**src/dlts_pkg.sv**
```systemverilog
`timescale 1ns / 1ps
// shared types and codes for the delta-list task scheduler
package dlts_pkg;

    // operation codes on the kind port
    localparam logic [1:0] KIND_TICK     = 2'd0;
    localparam logic [1:0] KIND_DISPATCH = 2'd1;
    localparam logic [1:0] KIND_ADD      = 2'd2;

    // result status codes
    localparam logic [1:0] ST_DONE        = 2'd0;
    localparam logic [1:0] ST_FULL        = 2'd1;
    localparam logic [1:0] ST_ZERO_PERIOD = 2'd2;
    localparam logic [1:0] ST_NOT_READY   = 2'd3;

    // commands from the controller to the datapath
    typedef struct packed {
        logic load;
        logic rd_head;
        logic tick_wr;
        logic dsp_take;
        logic set_not_ready;
        logic rem_rd;
        logic rem_wr;
        logic cnt_dec;
        logic ins_init;
        logic set_full;
        logic set_zero;
        logic walk_rd;
        logic walk_step;
        logic shift_init;
        logic shift_rd;
        logic shift_wr;
        logic ins_wr;
    } dp_cmd_t;

    // status from the datapath to the controller
    typedef struct packed {
        logic head_ready;
        logic count_zero;
        logic count_multi;
        logic count_full;
        logic per_zero;
        logic walk_go;
        logic walk_more;
        logic rem_more;
        logic shift_more;
    } dp_stat_t;

endpackage

```
**src/dlts_controller.sv**
```systemverilog
`timescale 1ns / 1ps
// sequencing state machine of the delta-list task scheduler
module dlts_controller
    import dlts_pkg::*;
(
    input  logic       clk,
    input  logic       rst_n,
    input  logic       start,
    input  logic [1:0] kind,
    input  dp_stat_t   stat,
    output dp_cmd_t    cmd,
    output logic       busy,
    output logic       done
);

    typedef enum logic [14:0] {
        S_IDLE     = 15'h0001,
        S_TICK_RD  = 15'h0002,
        S_TICK_WR  = 15'h0004,
        S_DSP_RD   = 15'h0008,
        S_DSP_CHK  = 15'h0010,
        S_REM_RD   = 15'h0020,
        S_REM_WR   = 15'h0040,
        S_REM_END  = 15'h0080,
        S_INS_CHK  = 15'h0100,
        S_WALK_RD  = 15'h0200,
        S_WALK_CMP = 15'h0400,
        S_SHIFT_RD = 15'h0800,
        S_SHIFT_WR = 15'h1000,
        S_INS_WR   = 15'h2000,
        S_DONE     = 15'h4000
    } state_t;

    state_t state_reg;
    state_t state_next;

    always_ff @(posedge clk or negedge rst_n)
    begin
        if (!rst_n)
        begin
            state_reg <= S_IDLE;
        end
        else
        begin
            state_reg <= state_next;
        end
    end

    always_comb
    begin
        state_next = state_reg;
        cmd        = '0;
        case (state_reg)
            S_IDLE:
            begin
                if (start)
                begin
                    cmd.load = 1'b1;
                    case (kind)
                        KIND_TICK:     state_next = S_TICK_RD;
                        KIND_DISPATCH: state_next = S_DSP_RD;
                        KIND_ADD:      state_next = S_INS_CHK;
                        default:       state_next = S_DONE;
                    endcase
                end
            end
            S_TICK_RD:
            begin
                cmd.rd_head = 1'b1;
                state_next  = S_TICK_WR;
            end
            S_TICK_WR:
            begin
                // a ready head is left as it is
                cmd.tick_wr = !stat.count_zero && !stat.head_ready;
                state_next  = S_DONE;
            end
            S_DSP_RD:
            begin
                cmd.rd_head = 1'b1;
                state_next  = S_DSP_CHK;
            end
            S_DSP_CHK:
            begin
                if (stat.count_zero || !stat.head_ready)
                begin
                    cmd.set_not_ready = 1'b1;
                    state_next        = S_DONE;
                end
                else
                begin
                    cmd.dsp_take = 1'b1;
                    state_next   = stat.count_multi ? S_REM_RD : S_REM_END;
                end
            end
            S_REM_RD:
            begin
                cmd.rem_rd = 1'b1;
                state_next = S_REM_WR;
            end
            S_REM_WR:
            begin
                cmd.rem_wr = 1'b1;
                state_next = stat.rem_more ? S_REM_RD : S_REM_END;
            end
            S_REM_END:
            begin
                cmd.cnt_dec = 1'b1;
                state_next  = S_INS_CHK;
            end
            S_INS_CHK:
            begin
                if (stat.count_full)
                begin
                    cmd.set_full = 1'b1;
                    state_next   = S_DONE;
                end
                else if (stat.per_zero)
                begin
                    cmd.set_zero = 1'b1;
                    state_next   = S_DONE;
                end
                else
                begin
                    cmd.ins_init = 1'b1;
                    state_next   = stat.count_zero ? S_INS_WR : S_WALK_RD;
                end
            end
            S_WALK_RD:
            begin
                cmd.walk_rd = 1'b1;
                state_next  = S_WALK_CMP;
            end
            S_WALK_CMP:
            begin
                if (stat.walk_go)
                begin
                    cmd.walk_step = 1'b1;
                    state_next    = stat.walk_more ? S_WALK_RD : S_INS_WR;
                end
                else
                begin
                    cmd.shift_init = 1'b1;
                    state_next     = S_SHIFT_RD;
                end
            end
            S_SHIFT_RD:
            begin
                cmd.shift_rd = 1'b1;
                state_next   = S_SHIFT_WR;
            end
            S_SHIFT_WR:
            begin
                cmd.shift_wr = 1'b1;
                state_next   = stat.shift_more ? S_SHIFT_RD : S_INS_WR;
            end
            S_INS_WR:
            begin
                cmd.ins_wr = 1'b1;
                state_next = S_DONE;
            end
            S_DONE:
            begin
                state_next = S_IDLE;
            end
            default:
            begin
                state_next = S_IDLE;
            end
        endcase
    end

    assign busy = (state_reg != S_IDLE);
    assign done = (state_reg == S_DONE);

endmodule

```
**src/dlts_datapath.sv**
```systemverilog
`timescale 1ns / 1ps
// entry memory, walk and shift indexes and result registers of the scheduler
module dlts_datapath
    import dlts_pkg::*;
#(
    parameter int MAX_TASKS = 16,
    parameter int TIME_BITS = 16,
    parameter int CW        = 5
)
(
    input  logic          clk,
    input  logic          rst_n,
    input  logic [7:0]    task_id,
    input  logic [15:0]   delay,
    input  logic [15:0]   period,
    input  dp_cmd_t       cmd,
    output dp_stat_t      stat,
    output logic          fired,
    output logic [7:0]    fired_task,
    output logic [1:0]    status,
    output logic [CW-1:0] task_count
);

    localparam int AW = (MAX_TASKS > 1) ? $clog2(MAX_TASKS) : 1;

    typedef struct packed {
        logic                 ready;
        logic [7:0]           task_id;
        logic [TIME_BITS-1:0] period;
        logic [TIME_BITS-1:0] delta;
    } entry_t;

    entry_t mem [MAX_TASKS];
    entry_t rd_data_reg;
    entry_t wr_data;
    logic [AW-1:0] rd_addr;
    logic [AW-1:0] wr_addr;
    logic rd_en;
    logic wr_en;

    logic [CW-1:0]        count_reg, count_next;
    logic [CW-1:0]        pos_reg, pos_next;
    logic [CW-1:0]        k_reg, k_next;
    logic [7:0]           id_reg, id_next;
    logic [TIME_BITS-1:0] dly_reg, dly_next;
    logic [TIME_BITS-1:0] per_reg, per_next;
    logic                 fired_reg, fired_next;
    logic [7:0]           ftask_reg, ftask_next;
    logic [1:0]           status_reg, status_next;

    logic [TIME_BITS+15:0] delay_ext;
    logic [TIME_BITS+15:0] period_ext;
    logic [CW-1:0]         k_plus1;
    logic [CW-1:0]         k_minus1;
    logic [CW-1:0]         pos_plus1;
    logic [CW:0]           k_plus2_w;
    logic [CW:0]           pos_plus1_w;
    logic [TIME_BITS-1:0]  tick_delta;

    // inputs are taken modulo the time width
    assign delay_ext  = {{TIME_BITS{1'b0}}, delay};
    assign period_ext = {{TIME_BITS{1'b0}}, period};

    assign k_plus1     = k_reg + CW'(1);
    assign k_minus1    = k_reg - CW'(1);
    assign pos_plus1   = pos_reg + CW'(1);
    assign k_plus2_w   = {1'b0, k_reg} + (CW+1)'(2);
    assign pos_plus1_w = {1'b0, pos_reg} + (CW+1)'(1);
    assign tick_delta  = (rd_data_reg.delta != '0) ? rd_data_reg.delta - TIME_BITS'(1)
                                                   : rd_data_reg.delta;

    assign stat.head_ready  = rd_data_reg.ready;
    assign stat.count_zero  = (count_reg == '0);
    assign stat.count_multi = (count_reg > CW'(1));
    assign stat.count_full  = (count_reg >= CW'(MAX_TASKS));
    assign stat.per_zero    = (per_reg == '0);
    assign stat.walk_go     = (dly_reg >= rd_data_reg.delta);
    assign stat.walk_more   = (pos_plus1_w < {1'b0, count_reg});
    assign stat.rem_more    = (k_plus2_w < {1'b0, count_reg});
    assign stat.shift_more  = (k_minus1 > pos_reg);

    always_comb
    begin
        rd_en   = 1'b1;
        rd_addr = '0;
        if (cmd.rem_rd)
        begin
            rd_addr = k_plus1[AW-1:0];
        end
        else if (cmd.walk_rd)
        begin
            rd_addr = pos_reg[AW-1:0];
        end
        else if (cmd.shift_rd)
        begin
            rd_addr = k_minus1[AW-1:0];
        end
        else if (!cmd.rd_head)
        begin
            rd_en = 1'b0;
        end
    end

    always_comb
    begin
        wr_en   = cmd.tick_wr | cmd.rem_wr | cmd.shift_wr | cmd.ins_wr;
        wr_addr = '0;
        wr_data = rd_data_reg;
        if (cmd.tick_wr)
        begin
            wr_data.delta = tick_delta;
            wr_data.ready = (tick_delta == '0);
        end
        else if (cmd.rem_wr)
        begin
            wr_addr = k_reg[AW-1:0];
        end
        else if (cmd.shift_wr)
        begin
            wr_addr = k_reg[AW-1:0];
            // the entry landing just after the new slot loses the new delta
            if (k_reg == pos_plus1)
            begin
                wr_data.delta = rd_data_reg.delta - dly_reg;
            end
        end
        else if (cmd.ins_wr)
        begin
            wr_addr         = pos_reg[AW-1:0];
            wr_data.ready   = 1'b0;
            wr_data.task_id = id_reg;
            wr_data.period  = per_reg;
            wr_data.delta   = dly_reg;
        end
    end

    always_ff @(posedge clk)
    begin
        if (wr_en)
        begin
            mem[wr_addr] <= wr_data;
        end
        if (rd_en)
        begin
            rd_data_reg <= mem[rd_addr];
        end
    end

    always_comb
    begin
        count_next  = count_reg;
        pos_next    = pos_reg;
        k_next      = k_reg;
        id_next     = id_reg;
        dly_next    = dly_reg;
        per_next    = per_reg;
        fired_next  = fired_reg;
        ftask_next  = ftask_reg;
        status_next = status_reg;
        if (cmd.load)
        begin
            id_next     = task_id;
            dly_next    = delay_ext[TIME_BITS-1:0];
            per_next    = period_ext[TIME_BITS-1:0];
            fired_next  = 1'b0;
            ftask_next  = 8'd0;
            status_next = ST_DONE;
        end
        if (cmd.dsp_take)
        begin
            fired_next = 1'b1;
            ftask_next = rd_data_reg.task_id;
            id_next    = rd_data_reg.task_id;
            dly_next   = rd_data_reg.period;
            per_next   = rd_data_reg.period;
            k_next     = '0;
        end
        if (cmd.set_not_ready)
        begin
            status_next = ST_NOT_READY;
        end
        if (cmd.set_full)
        begin
            status_next = ST_FULL;
        end
        if (cmd.set_zero)
        begin
            status_next = ST_ZERO_PERIOD;
        end
        if (cmd.rem_wr)
        begin
            k_next = k_plus1;
        end
        if (cmd.cnt_dec)
        begin
            count_next = count_reg - CW'(1);
        end
        if (cmd.ins_init)
        begin
            pos_next = '0;
        end
        if (cmd.walk_step)
        begin
            dly_next = dly_reg - rd_data_reg.delta;
            pos_next = pos_plus1;
        end
        if (cmd.shift_init)
        begin
            k_next = count_reg;
        end
        if (cmd.shift_wr)
        begin
            k_next = k_minus1;
        end
        if (cmd.ins_wr)
        begin
            count_next = count_reg + CW'(1);
        end
    end

    always_ff @(posedge clk or negedge rst_n)
    begin
        if (!rst_n)
        begin
            count_reg  <= '0;
            fired_reg  <= 1'b0;
            ftask_reg  <= 8'd0;
            status_reg <= ST_DONE;
        end
        else
        begin
            count_reg  <= count_next;
            fired_reg  <= fired_next;
            ftask_reg  <= ftask_next;
            status_reg <= status_next;
        end
    end

    always_ff @(posedge clk)
    begin
        pos_reg <= pos_next;
        k_reg   <= k_next;
        id_reg  <= id_next;
        dly_reg <= dly_next;
        per_reg <= per_next;
    end

    assign fired      = fired_reg;
    assign fired_task = ftask_reg;
    assign status     = status_reg;
    assign task_count = count_reg;

endmodule

```
**src/delta_list_task_scheduler.sv**
```systemverilog
`timescale 1ns / 1ps
// top level of the delta-list periodic task scheduler
//
// command channel: drive kind, task_id, delay and period with start high; the
// transfer happens at the rising edge where start is high and busy is low.
// kind selects tick, dispatch or add. busy stays high until the result is out.
// result channel: fired, fired_task, status and task_count are shown for one
// cycle with done high; the receiver takes them at the edge that ends that
// cycle and cannot stall them. busy falls the cycle after done.
// the work per command depends on its kind and on the n tasks held:
//   tick, dispatch with nothing ready, unused kind and refused add touch at most
//   the head; add walks the list and, when placed ahead of a held entry, moves
//   the later entries up one slot; dispatch that fires moves the entries behind
//   the head down one slot (remove), then reinserts the task as an add.
// the entry memory has one read and one write port with a registered read, so
// walking or shifting handles one entry at a time; a new command can be taken
// in the cycle after done, and none is taken while busy is high.
// reset empties the queue (count zero); entry contents stay undefined until
// written and only entries below the count are ever used.
module delta_list_task_scheduler
    import dlts_pkg::*;
#(
    parameter int MAX_TASKS = 16,
    parameter int TIME_BITS = 16
)
(
    input  logic                             clk,
    input  logic                             rst_n,
    input  logic                             start,
    output logic                             busy,
    input  logic [1:0]                       kind,
    input  logic [7:0]                       task_id,
    input  logic [15:0]                      delay,
    input  logic [15:0]                      period,
    output logic                             done,
    output logic                             fired,
    output logic [7:0]                       fired_task,
    output logic [1:0]                       status,
    output logic [$clog2(MAX_TASKS+1)-1:0]   task_count
);

    localparam int CW = $clog2(MAX_TASKS + 1);

    dp_cmd_t  cmd;
    dp_stat_t stat;

    dlts_controller u_ctrl (
        .clk   (clk),
        .rst_n (rst_n),
        .start (start),
        .kind  (kind),
        .stat  (stat),
        .cmd   (cmd),
        .busy  (busy),
        .done  (done)
    );

    dlts_datapath #(
        .MAX_TASKS (MAX_TASKS),
        .TIME_BITS (TIME_BITS),
        .CW        (CW)
    ) u_dp (
        .clk        (clk),
        .rst_n      (rst_n),
        .task_id    (task_id),
        .delay      (delay),
        .period     (period),
        .cmd        (cmd),
        .stat       (stat),
        .fired      (fired),
        .fired_task (fired_task),
        .status     (status),
        .task_count (task_count)
    );

    a_count_bound: assert property (@(posedge clk) disable iff (!rst_n)
        task_count <= CW'(MAX_TASKS))
        else $error("task count above queue depth");

    a_fired_status: assert property (@(posedge clk) disable iff (!rst_n)
        done && fired |-> status == ST_DONE)
        else $error("released task with a failing status");

    a_no_fire_handle: assert property (@(posedge clk) disable iff (!rst_n)
        done && !fired |-> fired_task == 8'd0)
        else $error("handle shown without a release");

    a_done_then_idle: assert property (@(posedge clk) disable iff (!rst_n)
        done |=> !busy)
        else $error("still busy after result transfer");

    a_accept_busy: assert property (@(posedge clk) disable iff (!rst_n)
        start && !busy |=> busy)
        else $error("command transfer did not start work");

endmodule

```
**config.mk**
```make
export PLATFORM = sky130hd
export DESIGN_NAME = delta_list_task_scheduler
export DESIGN_NICKNAME = d
export VERILOG_FILES = /design/src/dlts_pkg.sv /design/src/dlts_controller.sv /design/src/dlts_datapath.sv /design/src/delta_list_task_scheduler.sv
export SDC_FILE = /design/constraint.sdc
export NUM_CORES = 1
export LEC_CHECK = 0
export BUFFER_PORTS_ARGS = -buffer_cell sky130_fd_sc_hd__buf_4
export CORE_MARGIN = 2
export CORE_UTILIZATION = 44
export CTS_CLUSTER_SIZE = 40
export DETAILED_ROUTE_END_ITERATION = 10
export SYNTH_ARGS = -nofsm -noshare
export SYNTH_HDL_FRONTEND = slang
export SYNTH_SLANG_ARGS = --single-unit
export TNS_END_PERCENT = 20
```
**constraint.sdc**
```tcl
create_clock -name clk -period 4 [get_ports clk]
set_input_delay 0.4 -clock clk [delete_from_list [all_inputs] [get_ports clk]]
set_output_delay 0.4 -clock clk [all_outputs]
set_load 0.01 [all_outputs]
```
==> flow_summary.ini, run 1 <==
[drt]
met1_length_um = 41600
drcViolationCount = 0
wl_met3_um = 5470
ant_nets = 0
dr_total_vias = 20900
drtPass1Iterations = 5
totalWireLength_um = 93300
routedWlPerCell_um = 25.7
via_per_inst = 5.77
dr_wl_met2_um = 43900
drt_iter0_markers = 1867
top_layer = met4

[clocking]
path_clk_slew_ns = 0.06
clk-insertion-delay-late_ns = 0.67
clockBufferDepth = 3
clockRootBuffer = clkbuf_16
clock_sinks = 778
htreeDepth = 3
cts_tree = built
numCtsBuffers = 85

[synthesis]
synth_mux_area_share_pct = 13.1
synth_nets = 2471
async_reset_ff_share_pct = 3.98
syn_area_sq_um = 34800
yosysWarnings = 0
synth-simple-area-share_pct = 6.54
syn_inst = 2369
yosysUniqueCellTypes = 89
synth_compound_area_share_pct = 7.85
synth_top_area_cell = edfxtp_1
synth-edff-count = 747
ys_dominant_reg_cell = edfxtp_1
synth-xor-area-share_pct = 1.20
synth_top_family_by_area = multiplexers
ys_seq_elements = 778
synth-seq-area-share_pct = 66.7
synth_area_leaders = edfxtp_1 64%, mux2i_1 9.6%, mux2_2 3.0%
synth_top_area_share_pct = 64.5
avgSynthCellArea_sq_um = 14.7
synth-adder-area-share_pct = 2.09

[power]
p_leak_nw = 15.1
power.internal_w = 0.0142
power_frac_comb_pct = 8.7
p_seq_share_pct = 49.9
irDropWorstVdd_uv = 351
p_sw_w = 0.00462
clockPowerShare_pct = 41.4
p_per_area_nw_per_um2 = 467
p_sw_share_pct = 24.6

[floorplanning]
initial_core_util_pct = 44.3
rows = 103
die_h_um = 285
die_w_um = 285
num_io_pins = 63
die_area_sq_um = 81300
core_area_sq_um = 78600

[placement]
hpwlAfterDp_um = 56100
post_dp_cell_area_sq_um = 37400
place_congestion = 0.936
preCtsSetupSlack_ns = 0.388
portBuffers = 62

[sta]
final_max_slew_viol_count = 0
worstMarginPinSlew_ns = 1.16
setup_viol = 0
grt_setup_unrepaired = false
skew_ns = 0.0509
clock.fmax_ghz = 0.273
worst_slack_ns = 0.336
whs_ns = 0.0346
slew_headroom_pct = 21.9
period_minus_slack_ns = 3.66
hold_violations = 0
min_period_over_period_pct = 91.6

[critical_path]
reg2reg_slack_ns = 0.34
path_delay_family = compound AO/OA/AOI/OAI gates
worst-path-buf-inv = 3
endpoint_kind = flip-flop
timing.rr.end = u_dp.rd_data_reg[22]$_DFFE_PP_
rr_worst_depth = 10
cp-start-kind = flip-flop
cp.required_ns = 4.38
arrival_ns = 4.04
crit_start = u_dp.k_reg[0]$_DFFE_PP_
cp_max_fo = 25
cpPeakStageDelay_ns = 0.55
r2r_start = u_dp.k_reg[0]$_DFFE_PP_
criticalPathCategory = reg -> reg
slowest_stage = edfxtp_1
worstPathCellList = inv_1, ha_1, o22ai_1, a22oi_2, buf_12, buf_12, mux2i_1, mux2i_1, a22oi_1, o221ai_1

[global_route]
grt_pass1_wl_um = 138000
grt_pass1_vias = 20800
antenna_found_initial = 4
grt_max_degree = 80
globalRouteOverflowTotal = 0
gr-usage-all-layers_pct = 22.9

[final_layout]
drive_gt1_share_pct = 17.3
final_cell_mix = 747 x edfxtp_1, 334 x mux2i_1, 203 x nand2_1
largest_reg_flops = 656
n_fill_cell = 6594
fin_nets = 2611
final_common_cell = edfxtp_1
stdcell_area_sq_um = 40300
syn_to_final_growth_pct = 15.9

[worst_hold_path]
hold_path_depth = 2
worstHoldEndpoint = u_dp.id_reg[3]$_DFFE_PP_
min_from = task_id[3]
hp-class = in -> reg

[flow_run]
cap_violations = 0

[status]
status = finished clean
-- synthesized netlist by cell type (22+ instances only) --
library cell,count
edfxtp_1,747
mux2i_1,334
nand2_1,203
o21ai_0,121
mux2_2,94
nor2_1,66
inv_1,60
clkbuf_1,57
ha_1,55
buf_2,53
a21oi_1,50
o221ai_1,46
a22oi_1,44
dfrtp_1,30
xnor2_1,30
nand3_1,29
nor3_1,22
-- worst max-delay path by stage --
stage / to / slack, ns / cells after the start
5_1_grt: u_dp.rd_data_reg[22]$_DFFE_PP_ / 0.14 / 10
3_3_place_gp: u_dp.rd_data_reg[22]$_DFFE_PP_ / 0.42 / 10
6_report: u_dp.rd_data_reg[22]$_DFFE_PP_ / 0.34 / 10
2_1_floorplan: u_dp.mem[5][0]$_DFFE_PP_ / -0.38 / 6
3_5_place_dp: u_dp.rd_data_reg[22]$_DFFE_PP_ / 0.39 / 10
4_1_cts: u_dp.rd_data_reg[22]$_DFFE_PP_ / 0.34 / 10
-- power groups by stage --
stage          logic (W)  registers, W  clock network (W)
6_report         0.00164       0.00939            0.00780
5_1_grt          0.00180       0.00941            0.00829
4_1_cts          0.00163       0.00939            0.00794
3_5_place_dp     0.00161       0.00955                  0
3_3_place_gp     0.00161       0.00956                  0
2_1_floorplan    0.00105       0.00946                  0
-- layout make-up --
type | count | area (sq um) | share of cell area (%)
Inverter | 60 | 225 | 0.559
Multi-Input combinational cell | 1401 | 10900 | 27.0
Tap cell | 1050 | 1310 | 3.26
Clock buffer | 100 | 2210 | 5.49
Sequential cell | 778 | 23200 | 57.6
Clock inverter | 56 | 623 | 1.55
Timing Repair Buffer | 183 | 1850 | 4.58
Antenna cell | 1 | 2.50 | 0.00621
-- cell families (layout without fill, tap and decap cells) --
kind of cell | after synthesis | in the layout
and+or+nand+nor | 454 | 454
other | 0 | 1
AOI/OAI and AO/OA | 405 | 405
buffers and inverters | 190 | 399
DFF | 778 | 778
muxes | 442 | 442
adders and majority gates | 57 | 57
xor gates and xnor gates | 43 | 43
-- timing repair --
item / in CTS / in global routing
resized for setup: 0 / 0
hold buffers: 9 / 0
buffers inserted: 0 / 0
endpoints found under the hold margin: 40 / 0
-- per-layer routing --
| metal | global-route usage (%) | up-vias |
|---|---|---|
| met1 | 32.3 | 10700 |
| met2 | 36.7 | 644 |
| met3 | 3.68 | 127 |
| met5 | 0 | - |
| met4 | 6.53 | 0 |
| li1 | - | 9465 |
-- stage by stage --
step / TNS [ns] / cells / utilization (%) / total power [W]
floorplan: -200.92 / 2369 / - / 0.0105
finish: 0 / 3629 / 51.3 / 0.0188
global placement: 0 / 3463 / 47.6 / 0.0112
global route: 0 / 3628 / 51.3 / 0.0195
detailed placement: 0 / 3463 / 47.6 / 0.0112
CTS: 0 / 3628 / 51.3 / 0.0190
(Power assumes the default switching activity.)
==> run 2: changes to the inputs <==
Settings changed: ABC_AREA set to 1.
==> flow_summary.ini, run 2 <==
[final_layout]
largest_reg_flops = 656
drive_gt1_share_pct = 9.27
final_common_cell = nand2_1
fin_nets = 3875
n_antenna_cell = 0
final_util_pct = 50.8
syn_to_final_growth_pct = 13.9
final_cell_mix = 1156 x nand2_1, 747 x edfxtp_1, 666 x nand3_1

[synthesis]
synth_mux_area_share_pct = 0
synth-edff-count = 747
yosysWarnings = 0
synth_compound_area_share_pct = 3.84
synth_top_family_by_area = simple AND/OR/NAND/NOR gates
syn_inst = 3693
yosysUniqueCellTypes = 49
async_reset_ff_share_pct = 3.98
synth_top_area_share_pct = 61.1
synth-adder-area-share_pct = 1.98
yosysMostFrequentCell = nand2_1
synth_area_leaders = edfxtp_1 61%, nand2_1 12%, nand3_1 9.1%
avgSynthCellArea_sq_um = 9.94
synth_top_area_cell = edfxtp_1
synth-simple-area-share_pct = 23.9
syn_area_sq_um = 36700
synth_nets = 3795
ys_dominant_reg_cell = edfxtp_1
ys_top_cells_by_count = 1159 x nand2_1, 747 x edfxtp_1, 668 x nand3_1
synth-xor-area-share_pct = 1.26
synth-seq-area-share_pct = 63.2
ys_seq_elements = 778

[critical_path]
arrival_ns = 4.02
criticalPathCategory = reg -> reg
cp_max_fo = 23
endpoint_kind = flip-flop
cp-start-kind = flip-flop
cp.required_ns = 4.40

[floorplanning]
die_area_sq_um = 85800
die_w_um = 293
initial_core_util_pct = 44.6
die_h_um = 293
core_area_sq_um = 82400
rows = 105
num_io_pins = 63

[drt]
totalWireLength_um = 112000
drcViolationCount = 0
ant_nets = 0
drtPass1Iterations = 6
routedWlPerCell_um = 22.7
via_per_inst = 5.56
dr_total_vias = 27300
drt_iter0_markers = 3045

[power]
irDropWorstVdd_uv = 364
p_per_area_nw_per_um2 = 457
p_leak_nw = 17.0

[global_route]
grt_pass1_vias = 25600
antenna_found_initial = 1
globalRouteOverflowTotal = 0
gr-usage-all-layers_pct = 25.9
grt_pass1_wl_um = 166000
grt_max_degree = 142

[sta]
final_max_slew_viol_count = 0
clock.fmax_ghz = 0.276
worstMarginPinSlew_ns = 1.26
setup_viol = 0
skew_ns = 0.0374
fin_setup_tns_ns = 0
slew_headroom_pct = 16.1
grt_setup_unrepaired = false
hold_violations = 0
period_minus_slack_ns = 3.62
min_period_over_period_pct = 90.5

[worst_hold_path]
hp-class = in -> reg

[placement]
place_congestion = 0.965
hpwlAfterDp_um = 64300
portBuffers = 62

[clocking]
htreeDepth = 3
cts_setup_buffers = 0
clk-insertion-delay-late_ns = 0.65
clockBufferDepth = 3
clockRootBuffer = clkbuf_16
path_clk_slew_ns = 0.07
clock_sinks = 778
numCtsBuffers = 84
cts_tree = built

[status]
status = finished clean

[flow_run]
cap_violations = 0
[run 2: cell count changes after synthesis, sizes merged, moves of 18 or more]
cell,delta
mux2,-108
nand2,+960
nor2,+55
a22oi,-43
nor2b,-18
mux2i,-334
inv,+246
a211oi,-19
nand3b,+38
o221ai,-45
nand3,+641
xnor2,-28
buf,+55
xor2,+41
[run 2: metrics by stage]
step / instances / hold slack, ns / instance area, sq um / setup slack [ns] / power, W
6_report: 4911 / 0.0383 / 41800 / 0.379 / 0.0191
5_1_grt: 4911 / 0.0353 / 41800 / 0.0547 / 0.0197
4_1_cts: 4911 / 0.00586 / 41800 / 0.365 / 0.0192
3_5_place_dp: 4752 / 0.403 / 39100 / 0.392 / 0.0116
3_3_place_gp: 4752 / 0.403 / 39100 / 0.432 / 0.0116
2_1_floorplan: 3693 / 0.104 / 36700 / 0.0326 / 0.0108
[run 2: path summary, 6_finish.rpt]
path                                          startpoint                              end  slack, ns  depth (start not counted)
hold reg to reg                   u_dp.fired$_DFFE_PN0P_           u_dp.fired$_DFFE_PN0P_       0.49                          2
setup / recovery           u_dp.rd_data_reg[7]$_DFFE_PP_       u_dp.dly_reg[14]$_DFFE_PP_       0.38                         11
hold / removal                                task_id[4]         u_dp.id_reg[4]$_DFFE_PP_       0.04                          3
min in group asynchronous                          rst_n  u_ctrl.state_reg[3]$_DFFE_PN0P_       0.28                          2
max in group asynchronous                          rst_n  u_ctrl.state_reg[0]$_DFFE_PN1P_       3.36                          2
setup reg to reg           u_dp.rd_data_reg[7]$_DFFE_PP_       u_dp.dly_reg[14]$_DFFE_PP_       0.38                         11
[run 2: cells by family (layout without fill, tap and decap cells)]
kind of cell               Yosys count  in the layout
xor gates and xnor gates            53             53
adders and majority gates           57             57
and+or+nand+nor                   2038           2038
DFF                                778            778
AOI/OAI and AO/OA                  259            259
buffers and inverters              508            656
[run 2: metal layers]
metal / vias to the layer above / share of wire (%) / track usage (%) / wire length [um]
li1: 12700 / - / - / -
met1: 13300 / 44 / 38.0 / 49000
met2: 1175 / 45 / 40.6 / 50800
met3: 173 / 8.1 / 3.13 / 9030
met4: 2 / 2.6 / 7.62 / 2860
met5: - / 0.012 / 0 / 13
[run 2: cell type report]
class	instances	area (sq um)
fill	7321	40500
sequential	778	23200
multi-input combinational	2407	11600
clock buffer	105	2210
timing repair buffer	195	1810
tap	1070	1340
inverter	307	1150
clock inverter	49	472
[run 2: what timing repair did]
item                                   CTS  global route
endpoints found under the hold margin   33             0
gates resized for setup                  0             0
hold buffers                             5             0
[run 2: worst max-delay path, cell delays in order (launching register included)]
cell      delay [ns]
edfxtp_1        0.52
ha_1            0.41
inv_1           0.13
o21ai_0         0.18
a21oi_1         0.16
nand2_1         0.15
a21oi_1         0.46
nand2_1         0.22
nand2_1         0.66
inv_1           0.26
nand2_1         0.14
nand2_1         0.05
[run 2: report_power, final]
part           internal (W)  total (W)  switching, W
Clock               0.00434    0.00763       0.00328
Combinational      0.000610    0.00205       0.00144
Sequential          0.00928    0.00943      0.000143
